File: src/rtl/core/q16dm_pkg.sv
// ----------------------------------------------------------------------------
// q16dm_pkg: shared constants and types of the 16-QAM soft demapper
// Sample and soft-bit widths, unit level, rounding position, queue depth.
// ----------------------------------------------------------------------------
package q16dm_pkg;

  localparam int SAMPLE_WIDTH = 16;
  localparam int LLR_WIDTH    = 24;
  localparam int NVAR_WIDTH   = 16;
  localparam int NVAR_FRAC    = 8;
  localparam int OUT_FRAC     = 13;
  localparam int FRAC_BITS    = SAMPLE_WIDTH - 3;

  localparam longint INV_SQRT10_Q32 = 64'd1358187913;
  localparam int     U_SHIFT        = 32 - FRAC_BITS;
  localparam longint UNIT_LEVEL     =
    (INV_SQRT10_Q32 + (longint'(1) << (U_SHIFT - 1))) >> U_SHIFT;

  localparam int MAG_W     = SAMPLE_WIDTH;
  localparam int U_W       = FRAC_BITS;
  localparam int P1_W      = MAG_W + U_W;
  localparam int P2_W      = P1_W + NVAR_WIDTH;
  // distance differences carry a factor 4u, folded into the shift
  localparam int RND_SHIFT = 2 * FRAC_BITS + NVAR_FRAC - OUT_FRAC - 2;
  localparam int Q_W       = P2_W + 1 - RND_SHIFT;
  localparam int EXT_W     = (Q_W > LLR_WIDTH + 1) ? Q_W : LLR_WIDTH + 1;

  localparam int NUM_LANES    = 4;
  localparam int LANE_RE_SIGN = 0;
  localparam int LANE_IM_SIGN = 1;
  localparam int LANE_RE_LVL  = 2;
  localparam int LANE_IM_LVL  = 3;

  localparam int FIFO_DEPTH = 4;   // power of two
  localparam int FIFO_AW    = $clog2(FIFO_DEPTH);
  localparam int FIFO_CW    = $clog2(FIFO_DEPTH + 1);

  typedef logic signed [SAMPLE_WIDTH-1:0] sample_t;
  typedef logic signed [LLR_WIDTH-1:0]    llr_t;
  typedef logic        [MAG_W-1:0]        mag_t;
  typedef logic        [NVAR_WIDTH-1:0]   nvar_t;

  localparam nvar_t NVAR_RESET = nvar_t'(256);

  typedef struct packed {
    logic neg;
    mag_t mag;
  } lane_t;

  typedef lane_t [NUM_LANES-1:0] lane_vec_t;

  typedef struct packed {
    logic      valid;
    lane_vec_t item;
  } q_head_t;

endpackage

File: src/rtl/core/q16dm_in_if.sv
// ----------------------------------------------------------------------------
// q16dm_in_if: symbol input channel
// One received symbol (I, Q) per word, valid/ready handshake.
// ----------------------------------------------------------------------------
interface q16dm_in_if;
  import q16dm_pkg::*;

  logic    valid;
  logic    ready;
  sample_t in_phase;
  sample_t quadrature;

  modport source (output valid, output in_phase, output quadrature, input ready);
  modport sink   (input valid, input in_phase, input quadrature, output ready);
endinterface

File: src/rtl/core/q16dm_front.sv
// ----------------------------------------------------------------------------
// q16dm_front: symbol intake and region classification
// Folds each axis into sign and level lanes: negate flag plus a magnitude
// that the back end scales by the unit level and the noise weight.
// ----------------------------------------------------------------------------
module q16dm_front (
  input  logic                 clk,
  input  logic                 rst_n,
  q16dm_in_if.sink             in_bus,
  output logic                 push_valid,
  output q16dm_pkg::lane_vec_t push_item,
  input  logic                 push_ready
);
  import q16dm_pkg::*;

  localparam mag_t U_MAG  = mag_t'(UNIT_LEVEL);
  localparam mag_t U2_MAG = mag_t'(2 * UNIT_LEVEL);

  logic      valid_r, valid_nxt;
  lane_vec_t item_r, item_nxt;
  logic      accept;

  assign in_bus.ready = !valid_r || push_ready;
  assign accept       = in_bus.valid && in_bus.ready;
  assign push_valid   = valid_r;
  assign push_item    = item_r;

  always_comb begin
    sample_t x;
    logic    neg;
    mag_t    a;
    item_nxt = item_r;
    for (int ax = 0; ax < 2; ax++) begin
      x   = (ax == 0) ? in_bus.in_phase : in_bus.quadrature;
      neg = x[SAMPLE_WIDTH-1];
      a   = neg ? mag_t'(-x) : mag_t'(x);
      // sign lane: 4u*a inside, 8u*(a-u) beyond the 2u boundary
      item_nxt[LANE_RE_SIGN + ax].neg = neg;
      item_nxt[LANE_RE_SIGN + ax].mag = (a < U2_MAG) ? a : mag_t'({a - U_MAG, 1'b0});
      // level lane: 4u*(2u-a)
      item_nxt[LANE_RE_LVL + ax].neg  = (a > U2_MAG);
      item_nxt[LANE_RE_LVL + ax].mag  = (a > U2_MAG) ? (a - U2_MAG) : (U2_MAG - a);
    end
  end

  always_comb begin
    if (accept) begin
      valid_nxt = 1'b1;
    end else if (push_ready) begin
      valid_nxt = 1'b0;
    end else begin
      valid_nxt = valid_r;
    end
  end

  always_ff @(posedge clk) begin
    if (!rst_n) begin
      valid_r <= 1'b0;
    end else begin
      valid_r <= valid_nxt;
    end
  end

  always_ff @(posedge clk) begin
    if (accept) begin
      item_r <= item_nxt;
    end
  end

endmodule

File: src/flat_wrapper.sv
// flat-port wrapper written by rule: the top's interface ports become plain ports
module q16dm_front_flat import q16dm_pkg::*;
  (clk, rst_n, push_valid, push_item, push_ready, in_bus_valid, in_bus_in_phase, in_bus_quadrature, in_bus_ready);
  q16dm_in_if in_bus_i ();
  input  logic clk;
  input  logic rst_n;
  output logic push_valid;
  output q16dm_pkg::lane_vec_t push_item;
  input  logic push_ready;
  input wire logic [$bits(in_bus_i.valid)-1:0] in_bus_valid;
  input wire logic [$bits(in_bus_i.in_phase)-1:0] in_bus_in_phase;
  input wire logic [$bits(in_bus_i.quadrature)-1:0] in_bus_quadrature;
  output wire logic [$bits(in_bus_i.ready)-1:0] in_bus_ready;
  assign in_bus_i.valid = in_bus_valid;
  assign in_bus_i.in_phase = in_bus_in_phase;
  assign in_bus_i.quadrature = in_bus_quadrature;
  assign in_bus_ready = in_bus_i.ready;
  q16dm_front u_core (.clk(clk), .rst_n(rst_n), .in_bus(in_bus_i), .push_valid(push_valid), .push_item(push_item), .push_ready(push_ready));
endmodule
File: config.mk
export PLATFORM = sky130hd
export DESIGN_NAME = q16dm_front_flat
export DESIGN_NICKNAME = d
export VERILOG_FILES = /design/src/rtl/core/q16dm_pkg.sv /design/src/rtl/core/q16dm_in_if.sv /design/src/rtl/core/q16dm_front.sv /design/src/flat_wrapper.sv
export SDC_FILE = /design/constraint.sdc
export NUM_CORES = 1
export LEC_CHECK = 0
export BUFFER_PORTS_ARGS = -buffer_cell sky130_fd_sc_hd__buf_2
export CAP_MARGIN = 20
export CORE_UTILIZATION = 56
export DETAILED_ROUTE_END_ITERATION = 8
export GPL_ROUTABILITY_DRIVEN = 0
export PLACE_DENSITY = 0.91
export REMOVE_ABC_BUFFERS = 1
export SETUP_SLACK_MARGIN = 0.2
export SLEW_MARGIN = 25
export SYNTH_ARGS = -nofsm -noshare
export SYNTH_HDL_FRONTEND = slang
export SYNTH_SLANG_ARGS = --single-unit
File: constraint.sdc
create_clock -name clk -period 4.35 [get_ports clk]
set_input_delay 0.2175 -clock clk [delete_from_list [all_inputs] [get_ports clk]]
set_output_delay 0.2175 -clock clk [all_outputs]
set_load 0.005 [all_outputs]
==> results.cfg <==
[outcome]
status = completed

[global_route]
gr-total-overflow = 0
grt_pass1_wl_mm = 20.6
grt_use_total_pct = 26.4
grt_max_degree = 43
antenna_found_initial = 0
grt_pass1_vias = 4298

[timing]
slew_headroom_pct = 34.1
hold_viol_final = 0
setup_viol = 0
max_freq_ghz = 0.287
rsz0062_at_grt = no
slew_violations = 0
period_minus_slack_ns = 3.48
fin_crit_sh_pct = 80.0
tightest_slew_ns = 0.989
skew_ns = 0.0116
tns_ns = 0

[worst_setup_path]
slowest_stage = nor3b_1
cpPeakStageDelay_ns = 0.62
worst-setup-path-type = in2reg
cp_max_fo = 14
r2r_cells = 3
worstPathCellList = buf_2 > inv_1 > ha_1 > nand2b_1 > xor2_1 > nor3_1 > nor3b_1 > o21a_1 > or2_1 > mux2i_1
cp_data_arrival_time_ns = 3.64
crit_path_end_kind = flop
reg2reg_setup_slack_ns = 2.31
crit_required_ns = 4.51
worstSetupStartpointType = input pin

[synthesis]
yosysMostFrequentCell = edfxtp_1
synth_commonest_cells = edfxtp_1 (68), xnor2_1 (45), mux2i_1 (33)
ys_seq_elements = 69
ys_seq_area_share_pct = 39.3
synth_area_leader_cell = edfxtp_1
synthCells = 520
synth_ff_type = edfxtp_1
synth_cell_types = 76
syn_area_um2 = 5250
synth_top_area_share_pct = 38.9
syn_area_per_cell_um2 = 10.1
synth-async-reset-ratio_pct = 0
yosys_warnings = 0
synth_area_leaders = edfxtp_1 (39%), xnor2_1 (7.5%), mux2i_1 (6.3%)
synth_edf_count = 68

[die]
die-area_um2 = 9770
start_util_pct = 59.0
core-area_um2 = 8890
io_pins = 106
rows = 34
die_w_um = 98.8
fp.dieH_um = 98.8

[cts]
tritoncts = yes
cts_buffers = 9
cts.sinks = 69
insertion_delay_ns = 0.34
cts_root_buf = clkbuf_8
clk_pin_slew_ns = 0.07
cts_resized = 0
cts_buffer_depth = 2
cts_setup_buffers = 0
cts_hold_buf = 0
cts.htree.levels = 3

[run]
cap_violations = 0

[detailed_routing]
wl_per_cell_um = 17.2
ant_nets = 0
viasPerCell = 6.31
drt-pass1-iter-count = 6
via_count = 4571
initialDrtViolationCount = 389
wl_mm = 12.5
drc_errors = 0

[final_layout]
finalInstanceArea_um2 = 5960
antenna_cells = 0
syn_to_final_growth_pct = 13.6
layout-drive-gt1-share_pct = 24.5
num-nets-final = 657
final_util_pct = 67.1

[pwr]
power_density_nw_per_um2 = 317
irDropWorstVdd_v = 0.000163
total_power_mw = 1.89
power.leakage_nw = 2.37

[placed_design]
place_area_um2 = 5810
hpwl_mm = 9.11
portBuffers = 105

[worst_hold_path]
hold_path_class = in2reg
whs_path_depth = 2
-- sequential cells by signal, summed over array words and instances (netlist names) --
signal	cells
u_core.push_item	68
u_core.push_valid	1
-- cells by family after synthesis --
family	count (synthesis)	share of synthesized area (%)
flip-flops	69	39.3
XOR/XNOR	72	12.5
buffers and inverters	49	4.24
AO/OA/AOI/OAI	120	16.9
multiplexers	39	7.58
AND/OR/NAND/NOR	161	17.1
adder cells (fa/ha/maj)	10	2.38
-- worst paths after layout --
path / startpoint / endpoint
worst max-delay path: in_bus_quadrature[0] / u_core.push_item[24]$_DFFE_PP_
worst min-delay path: rst_n / u_core.push_valid$_SDFFE_PN0P_
worst max register to register: u_core.push_valid$_SDFFE_PN0P_ / u_core.push_item[67]$_DFFE_PP_
worst min register to register: u_core.push_valid$_SDFFE_PN0P_ / u_core.push_valid$_SDFFE_PN0P_
-- report_power, final --
group	switching (mW)	total (mW)	leakage [nW]	internal, mW
Sequential	0.0195	0.862	0.666	0.843
Clock	0.236	0.436	0.0809	0.200
Combinational	0.350	0.590	1.62	0.240
Total	0.606	1.89	2.37	1.28
-- cells in the final DEF (no fill, tap or decap), types with 21 or more instances in the layout --
master    synthesis  final
o21ai_0          22     22
nand2_1          31     31
buf_2             7    105
nor3_1           21     21
nor2_1           22     22
a21oi_1          21     21
xnor2_1          45     45
mux2i_1          33     33
edfxtp_1         68     68
xor2_1           25     25
-- worst max-delay path: cells and delay by family --
kind	cells	cell delay, ns
multiplexers	1	0.32
AO/OA/AOI/OAI	1	0.52
buffers and inverters	2	0.35
adder cells (fa/ha/maj)	1	0.34
AND/OR/NAND/NOR	4	1.69
XOR/XNOR	1	0.20
-- metrics by stage --
step / instances / setup slack [ns] / hold slack, ns
after floorplan: 490 / 0.326 / 0.316
after global placement: 708 / 0.837 / 0.477
after detailed placement: 708 / 0.695 / 0.493
after CTS: 724 / 1.06 / 0.140
after global routing: 724 / 0.727 / 0.142
final: 724 / 0.868 / 0.139
-- final cells by class --
| cell class | count | area, um2 |
|---|---|---|
| clock buffers | 10 | 128 |
| clock inverters | 6 | 30.0 |
| fillers | 677 | 2930 |
| inverters | 19 | 71.3 |
| multi-input cells | 402 | 2970 |
| flip-flops and latches | 69 | 2060 |
| well taps | 108 | 135 |
| repair buffers | 110 | 563 |
-- metal layers --
layer  track usage, %  vias to the layer above  part of all wire, %
met1             36.6                     2144                   43
met3             5.04                       43                  7.8
met5                0                        -                    0
li1                 -                     2146                    -
met2             41.5                      238                   47
met4             9.30                        0                  2.5
Note: power is estimated with default switching activity, not from simulation.
