--- src/rtl/core/q16dm_pkg.sv ---
// ----------------------------------------------------------------------------
// q16dm_pkg: shared constants and types of the 16-QAM soft demapper
// Sample and soft-bit widths, unit level, rounding position, queue depth.
// ----------------------------------------------------------------------------
package q16dm_pkg;

  localparam int SAMPLE_WIDTH = 16;
  localparam int LLR_WIDTH    = 24;
  localparam int NVAR_WIDTH   = 16;
  localparam int NVAR_FRAC    = 8;
  localparam int OUT_FRAC     = 13;
  localparam int FRAC_BITS    = SAMPLE_WIDTH - 3;

  localparam longint INV_SQRT10_Q32 = 64'd1358187913;
  localparam int     U_SHIFT        = 32 - FRAC_BITS;
  localparam longint UNIT_LEVEL     =
    (INV_SQRT10_Q32 + (longint'(1) << (U_SHIFT - 1))) >> U_SHIFT;

  localparam int MAG_W     = SAMPLE_WIDTH;
  localparam int U_W       = FRAC_BITS;
  localparam int P1_W      = MAG_W + U_W;
  localparam int P2_W      = P1_W + NVAR_WIDTH;
  // distance differences carry a factor 4u, folded into the shift
  localparam int RND_SHIFT = 2 * FRAC_BITS + NVAR_FRAC - OUT_FRAC - 2;
  localparam int Q_W       = P2_W + 1 - RND_SHIFT;
  localparam int EXT_W     = (Q_W > LLR_WIDTH + 1) ? Q_W : LLR_WIDTH + 1;

  localparam int NUM_LANES    = 4;
  localparam int LANE_RE_SIGN = 0;
  localparam int LANE_IM_SIGN = 1;
  localparam int LANE_RE_LVL  = 2;
  localparam int LANE_IM_LVL  = 3;

  localparam int FIFO_DEPTH = 4;   // power of two
  localparam int FIFO_AW    = $clog2(FIFO_DEPTH);
  localparam int FIFO_CW    = $clog2(FIFO_DEPTH + 1);

  typedef logic signed [SAMPLE_WIDTH-1:0] sample_t;
  typedef logic signed [LLR_WIDTH-1:0]    llr_t;
  typedef logic        [MAG_W-1:0]        mag_t;
  typedef logic        [NVAR_WIDTH-1:0]   nvar_t;

  localparam nvar_t NVAR_RESET = nvar_t'(256);

  typedef struct packed {
    logic neg;
    mag_t mag;
  } lane_t;

  typedef lane_t [NUM_LANES-1:0] lane_vec_t;

  typedef struct packed {
    logic      valid;
    lane_vec_t item;
  } q_head_t;

endpackage

--- src/rtl/core/q16dm_fifo.sv ---
// ----------------------------------------------------------------------------
// q16dm_fifo: word queue between front and back
// Small circular buffer; push and pop may share a cycle.
// ----------------------------------------------------------------------------
module q16dm_fifo (
  input  logic                 clk,
  input  logic                 rst_n,
  input  logic                 push_valid,
  input  q16dm_pkg::lane_vec_t push_item,
  output logic                 push_ready,
  output q16dm_pkg::q_head_t   head,
  input  logic                 pop
);
  import q16dm_pkg::*;

  lane_vec_t            mem_r [FIFO_DEPTH];
  logic [FIFO_AW-1:0]   wr_ptr_r, wr_ptr_nxt;
  logic [FIFO_AW-1:0]   rd_ptr_r, rd_ptr_nxt;
  logic [FIFO_CW-1:0]   count_r, count_nxt;
  logic                 push;

  assign push_ready = (count_r != FIFO_CW'(FIFO_DEPTH));
  assign push       = push_valid && push_ready;
  assign head.valid = (count_r != '0);
  assign head.item  = mem_r[rd_ptr_r];

  always_comb begin
    wr_ptr_nxt = push ? wr_ptr_r + 1'b1 : wr_ptr_r;
    rd_ptr_nxt = pop ? rd_ptr_r + 1'b1 : rd_ptr_r;
    unique case ({push, pop})
      2'b10:   count_nxt = count_r + 1'b1;
      2'b01:   count_nxt = count_r - 1'b1;
      default: count_nxt = count_r;
    endcase
  end

  always_ff @(posedge clk) begin
    if (!rst_n) begin
      wr_ptr_r <= '0;
      rd_ptr_r <= '0;
      count_r  <= '0;
    end else begin
      wr_ptr_r <= wr_ptr_nxt;
      rd_ptr_r <= rd_ptr_nxt;
      count_r  <= count_nxt;
    end
  end

  always_ff @(posedge clk) begin
    if (push) begin
      mem_r[wr_ptr_r] <= push_item;
    end
  end

  a_no_underflow: assert property (@(posedge clk) disable iff (!rst_n)
    pop |-> head.valid)
    else $error("pop from empty queue");

  a_count_bound: assert property (@(posedge clk) disable iff (!rst_n)
    (count_r == FIFO_CW'(FIFO_DEPTH) && !pop) |=> count_r == FIFO_CW'(FIFO_DEPTH))
    else $error("queue lost a word while full");

endmodule

--- config.mk ---
export PLATFORM = sky130hd
export DESIGN_NAME = q16dm_fifo
export DESIGN_NICKNAME = d
export VERILOG_FILES = /design/src/rtl/core/q16dm_pkg.sv /design/src/rtl/core/q16dm_fifo.sv
export SDC_FILE = /design/constraint.sdc
export NUM_CORES = 1
export LEC_CHECK = 0
export BUFFER_PORTS_ARGS = -buffer_cell sky130_fd_sc_hd__buf_2
export CORE_MARGIN = 3
export CORE_UTILIZATION = 35
export DETAILED_ROUTE_END_ITERATION = 8
export SETUP_SLACK_MARGIN = 0.3
export SYNTH_ARGS = -nofsm -noshare
export SYNTH_HDL_FRONTEND = slang
export SYNTH_SLANG_ARGS = --single-unit
--- constraint.sdc ---
create_clock -name clk -period 8.8 [get_ports clk]
set_input_delay 0.88 -clock clk [delete_from_list [all_inputs] [get_ports clk]]
set_output_delay 0.88 -clock clk [all_outputs]
set_load 0.005 [all_outputs]
==> results of run 1 <==
## metal layers
metal | vias to the layer above | global-route usage (%) | wire length [um]
met5 | - | 0 | 0
met4 | 0 | 2.91 | 424
met3 | 36 | 2.72 | 1060
met2 | 134 | 20.6 | 9590
met1 | 2463 | 15.1 | 7660
li1 | 2036 | - | -
## critical path: cells and delay by family (launching register included)
kind,cells,cell delay [ps]
DFF,1,880
buffers and inverters,2,790
muxes,1,610
## kinds of logic after synthesis
kind of cell | synth area share, %
DFF | 81.0
adders and majority gates | 0.801
buffers and inverters | 1.58
xor gates and xnor gates | 0.340
muxes | 15.1
and+or+nand+nor | 0.959
AOI/OAI and AO/OA | 0.243
## power breakdown
group / switching [mW] / internal (mW) / leakage, nW
clock network: 0.474 / 0.661 / 0.429
logic: 0.144 / 0.145 / 1.07
registers: 0.0433 / 1.57 / 2.57
## area by class of cell
cell class | instances | area, um^2
clock inverters | 17 | 139
repair buffers | 142 | 713
clock buffers | 35 | 748
fillers | 2528 | 16600
multi-input cells | 103 | 1800
well taps | 384 | 480
flip-flops and latches | 281 | 8360
inverters | 6 | 22.5
## cell usage in the layout (no fill, tap or decap), drive strengths merged, types with 5 or more instances in the layout
cell type,count
inv,8
clkinv,11
dfxtp,9
buf,142
and2,9
nand2,7
ha,5
edfxtp,272
mux4,68
clkbuf,35
## state kept, by name, indices dropped and copies added, names as in the netlist, named ones only
| name | flops |
|---|---|
| count_r | 3 |
| mem_r | 272 |
| rd_ptr_r | 2 |
| wr_ptr_r | 2 |
## stage by stage
step / total power [mW] / hold slack [ps] / worst slack (ps)
floorplan: 1.81 / 468 / 5450
finish: 3.04 / 520 / 5010
global placement: 1.93 / 475 / 5490
global route: 3.17 / 534 / 4740
CTS: 3.09 / 524 / 4870
detailed placement: 1.94 / 516 / 5470
## worst paths after layout
| check | startpoint | to | slack [ps] | cells past startpoint |
|---|---|---|---|---|
| hold reg to reg | wr_ptr_r[1] | wr_ptr_r[1] | 520 | 2 |
| hold / removal | wr_ptr_r[1] | wr_ptr_r[1] | 520 | 2 |
| setup reg to reg | count_r[0] | mem_r[3][0] | 6280 | 3 |
| setup / recovery | register | head[27] | 5010 | 3 |
==> reports/metrics.cfg, run 1 <==
[outcome]
status = finished, final reports clean

[yosys]
yosysWarnings = 0
synthCells = 407
yosys-top-cells-count = edfxtp_1, mux4_2, and2_1, dfxtp_1, nand2_1
yosys_register_bits = 281
avgSynthCellArea_um2 = 25.3
ys_types = 21
synth.most_common_cell = edfxtp_1
synth_area_mm2 = 0.0103
ys.flop_type = edfxtp_1
synth_top_area_share_pct = 79.3
ys_seq_area_share_pct = 81.0
ys_top_cells_by_area = edfxtp_1, mux4_2, dfxtp_1
yosysTopAreaCell = edfxtp_1
synth_fp_nets = 485
async_reset_ff_share_pct = 0
synth_edf_count = 272

[drt]
first_pass_iters = 4
wl_per_cell_um = 19.4
wl_mm = 18.7
vias = 4669
drcViolationCount = 0
drt-initial-drc-count = 295
ant_nets = 0
avgViaCountPerCell = 4.82

[clocking]
cts_tree = yes
cts_num_sinks = 281
clk_pin_slew_ps = 60
ctsHoldBuffers = 0
ctsResizeCount = 0
htreeDepth = 1
post-cts-setup-buffers = 0
ctsLongestPathBuffers = 3
insertion_delay_ps = 530
cts_buffers = 29
root_buffer = clkbuf_16

[timing]
slew-limit-headroom_pct = 25.6
fmax_ghz = 0.264
post-route-min-period_ps = 3790
grt_setup_unrepaired = false
drv_slew = 0
fin_tns_setup_ps = 0
clock_skew_ps = 9.56
finalSetupViolCount = 0
hold_viol_final = 0
worst_pin_slew_ps = 1120
period_share_pct = 43.1

[power]
ir_worst_vdd_mv = 0.165
p_leak_nw = 4.07
p_per_area_mw_per_mm2 = 248

[placement]
place_area_mm2 = 0.0114
dp_hpwl_mm = 10.6
routabilityCongestion = 0.700
post-place-cells = 916
io_buffers = 141

[die]
pin_count = 142
die_area_mm2 = 0.0315
die_height_um = 178
initial_core_util_pct = 35.7
dieWidth_um = 178
std_cell_rows = 62
coreArea_mm2 = 0.0289

[critical_path]
path_cells = buf_4 > mux4_2 > buf_2
worst_ep_arrival_time_ps = 2910
cpPeakStageDelay_ps = 880
critPathMaxFanout = 39
end_kind = output pin
worstSetupStartpointType = register
crit_slowest_cell = dfxtp_4
crit_required_ps = 7920
critical_path_class = reg2out

[global_route]
antenna_found_initial = 0
grt_max_degree = 69
grt_util_all_layers_pct = 11.9
grt_pass1_wl_mm = 29.0
grt_pass1_vias = 5098
overflow = 0

[finish]
layout.cells.non_filler = 968
syn2layout_area_growth_pct = 19.0
finalNetCount = 641
final_util_pct = 42.5
fin_area_mm2 = 0.0123
n_antenna_cell = 0
final_layout_size_suffix_gt1_share_pct = 43.7

[hold_path]
hold_class = reg2reg

[flow_run]
cap_violations = 0

(Power assumes the default switching activity.)
==> run 2, diff against run 1 <==
- ABC_AREA: default -> 1
- clock period: 8.8 -> 3.6 ns (I/O delays scaled with it)
==> run 2 against run 1 <==
Flip-flop and latch count is the same. Synthesized cell count grew 76%. Clock skew shrank 2.7 ps. First-iteration DRC count grew 7.1%. Combinational power grew 130%. Routed wire length grew 21%. Setup slack lost 4300 ps. Register-to-register slack lost 4900 ps. Clock-buffer cell count grew 3. Sequential share of layout area shrank 1.3 points. Global-route usage grew 1.8 points. Power grew 140%. Highest routed layer is now met5.
==> reports/metrics.cfg, run 2 <==
[power]
p_leak_nw = 4.34  ; +6.7%
p_per_area_mw_per_mm2 = 592  ; +140%
ir_worst_vdd_mv = 0.403  ; +140%

[clocking]
ctsResizeCount = 0  ; unchanged
ctsLongestPathBuffers = 3  ; unchanged
cts_buffers = 30  ; +3.4%
htreeDepth = 1  ; unchanged
cts_tree = yes
clk_pin_slew_ps = 60  ; about the same
post-cts-setup-buffers = 0  ; unchanged
root_buffer = clkbuf_16
cts_num_sinks = 281  ; unchanged
insertion_delay_ps = 530  ; about the same
ctsHoldBuffers = 0  ; unchanged

[drt]
wl_met2_mm = 10.6  ; +10%
first_pass_iters = 6  ; +2
wl_per_cell_um = 17.9  ; -7.7%
drt-initial-drc-count = 316  ; +7.1%
ant_nets = 0  ; unchanged
wl_mm = 22.6  ; +21%
top_layer = met5
m1WireLength_mm = 10.1  ; +32%
dr_wl_met3_mm = 1.46  ; +38%
drcViolationCount = 0  ; unchanged
vias = 6280  ; +35%
avgViaCountPerCell = 4.96  ; +2.8%

[yosys]
avgSynthCellArea_um2 = 14.6  ; -42%
yosysWarnings = 0  ; unchanged
async_reset_ff_share_pct = 0  ; unchanged
synth_edf_count = 272  ; unchanged
yosysTopAreaCell = edfxtp_1
synthCells = 718  ; +76%
yosys_register_bits = 281  ; unchanged
ys.flop_type = edfxtp_1
synth_area_mm2 = 0.0105  ; +2.1%
yosys-top-cells-count = edfxtp_1, nor2_1, o21ai_0
ys_top_cells_by_area = edfxtp_1, o21ai_0, nor2_1
synth.most_common_cell = edfxtp_1
ys_types = 21  ; unchanged
synth_fp_nets = 796  ; +64%
ys_seq_area_share_pct = 79.4  ; -1.6 points
synth_top_area_share_pct = 77.7  ; -1.6 points

[critical_path]
path_cells = buf_4 > o21ai_0 > o22ai_1 > buf_2
worstSetupStartpointType = register
end_kind = output pin
critPathMaxFanout = 64  ; +64%
crit_slowest_cell = dfxtp_4
cpPeakStageDelay_ps = 720  ; -160 ps
worst_ep_arrival_time_ps = 2560  ; -350 ps
crit_required_ps = 3240  ; -4680 ps
critical_path_class = reg2out

[finish]
biggestRegsByFlops = mem_r: 272 flops, count_r: 3 flops
final_layout_size_suffix_gt1_share_pct = 22.8  ; -21 points
layout_commonest_cell = edfxtp_1
top_register = mem_r
multi_input_area_mm2 = 0.00187  ; +3.8%
final_cell_mix = edfxtp_1, nor2_1, buf_2, o21ai_0, o22ai_1
n_antenna_cell = 0  ; unchanged
layout.cells.non_filler = 1267  ; +31%
finalNetCount = 939  ; +46%
largest_register_ffs = 272  ; unchanged
fillCellCount = 2715  ; +7.4%
syn2layout_area_growth_pct = 18.9
regArea_mm2 = 0.00835  ; about the same

[timing]
fmax_ghz = 0.343
fin_tns_setup_ps = 0  ; unchanged
hold_viol_final = 0  ; unchanged
worst_pin_slew_ps = 1020  ; -96.6 ps
post-route-min-period_ps = 2920
slew-limit-headroom_pct = 32.0  ; +6.4 points
period_share_pct = 81.1
clock_skew_ps = 6.85  ; -2.71 ps
grt_setup_unrepaired = false
finalSetupViolCount = 0  ; unchanged
hold_ws_ps = 36.0  ; -484 ps
drv_slew = 0  ; unchanged

[die]
pin_count = 142  ; unchanged
std_cell_rows = 62  ; unchanged
coreArea_mm2 = 0.0292  ; +1.1%
initial_core_util_pct = 36.1  ; +0.35 points
die_height_um = 179  ; +1.0%
die_area_mm2 = 0.0322  ; +2.0%
dieWidth_um = 179  ; +1.0%

[global_route]
grt_util_all_layers_pct = 13.6  ; +1.8 points
grt_pass1_wl_mm = 34.1  ; +18%
antenna_found_initial = 3  ; +3
overflow = 0  ; unchanged
grt_max_degree = 137  ; +99%
grt_pass1_vias = 6213  ; +22%

[placement]
routabilityCongestion = 0.688  ; -1.7%
dp_hpwl_mm = 12.6  ; +19%
io_buffers = 141  ; unchanged
post-place-cells = 1213  ; +32%

[flow_run]
cap_violations = 0  ; unchanged

[hold_path]
hold_class = in2reg

[outcome]
status = finished, final reports clean

-- run 2: metrics by stage --
stage          total power, mW  util, %  area, um^2  worst slack [ps]
3_3_place_gp              4.60     39.7       11600              1210
4_1_cts                   7.50     42.9       12500               604
6_report                  7.40     42.9       12500               680
5_1_grt                   7.71     42.9       12500               423
3_5_place_dp              4.61     39.7       11600              1180
2_1_floorplan             4.29        -       10500              -454
-- run 2: cell type report --
cell class,count,share of cell area (%)
flip-flops and latches,281,66.8
multi-input cells,378,15.0
repair buffers,154,6.42
clock buffers,38,6.41
well taps,384,3.84
clock inverters,16,1.02
inverters,16,0.520
-- run 2: path summary, 6_finish.rpt --
check                start           end  slack (ps)  cells past startpoint
min reg2reg    rd_ptr_r[1]      register         440                      1
max               register      head[12]         680                      4
max reg2reg     count_r[0]    count_r[2]        1380                     12
min          push_item[45]  mem_r[0][45]          40                      1
-- run 2: logic make-up after synthesis --
| group | share of synthesized area [%] |
|---|---|
| flip-flops | 79.4 |
| adder cells (fa/ha/maj) | 0.785 |
| buffers and inverters | 3.12 |
| AO/OA/AOI/OAI | 10.9 |
| AND/OR/NAND/NOR | 5.78 |
-- run 2: critical path, delay by kind of cell (launching register included) --
| kind | cells | cell delay (ps) |
|---|---|---|
| buffers and inverters | 2 | 780 |
| DFF | 1 | 720 |
| AOI/OAI and AO/OA | 2 | 480 |
-- run 2: metal layers --
| layer | global-route usage [%] | up-vias |
|---|---|---|
| met5 | 0 | - |
| met4 | 3.29 | 6 |
| met3 | 3.50 | 41 |
| met2 | 22.1 | 167 |
| met1 | 18.5 | 3084 |
| li1 | - | 2982 |
-- run 2: power breakdown --
group / internal [mW] / switching [mW] / total [mW]
registers: 3.80 / 0.0638 / 3.86
clock network: 1.71 / 1.17 / 2.88
logic: 0.228 / 0.430 / 0.658
total: 5.73 / 1.67 / 7.40
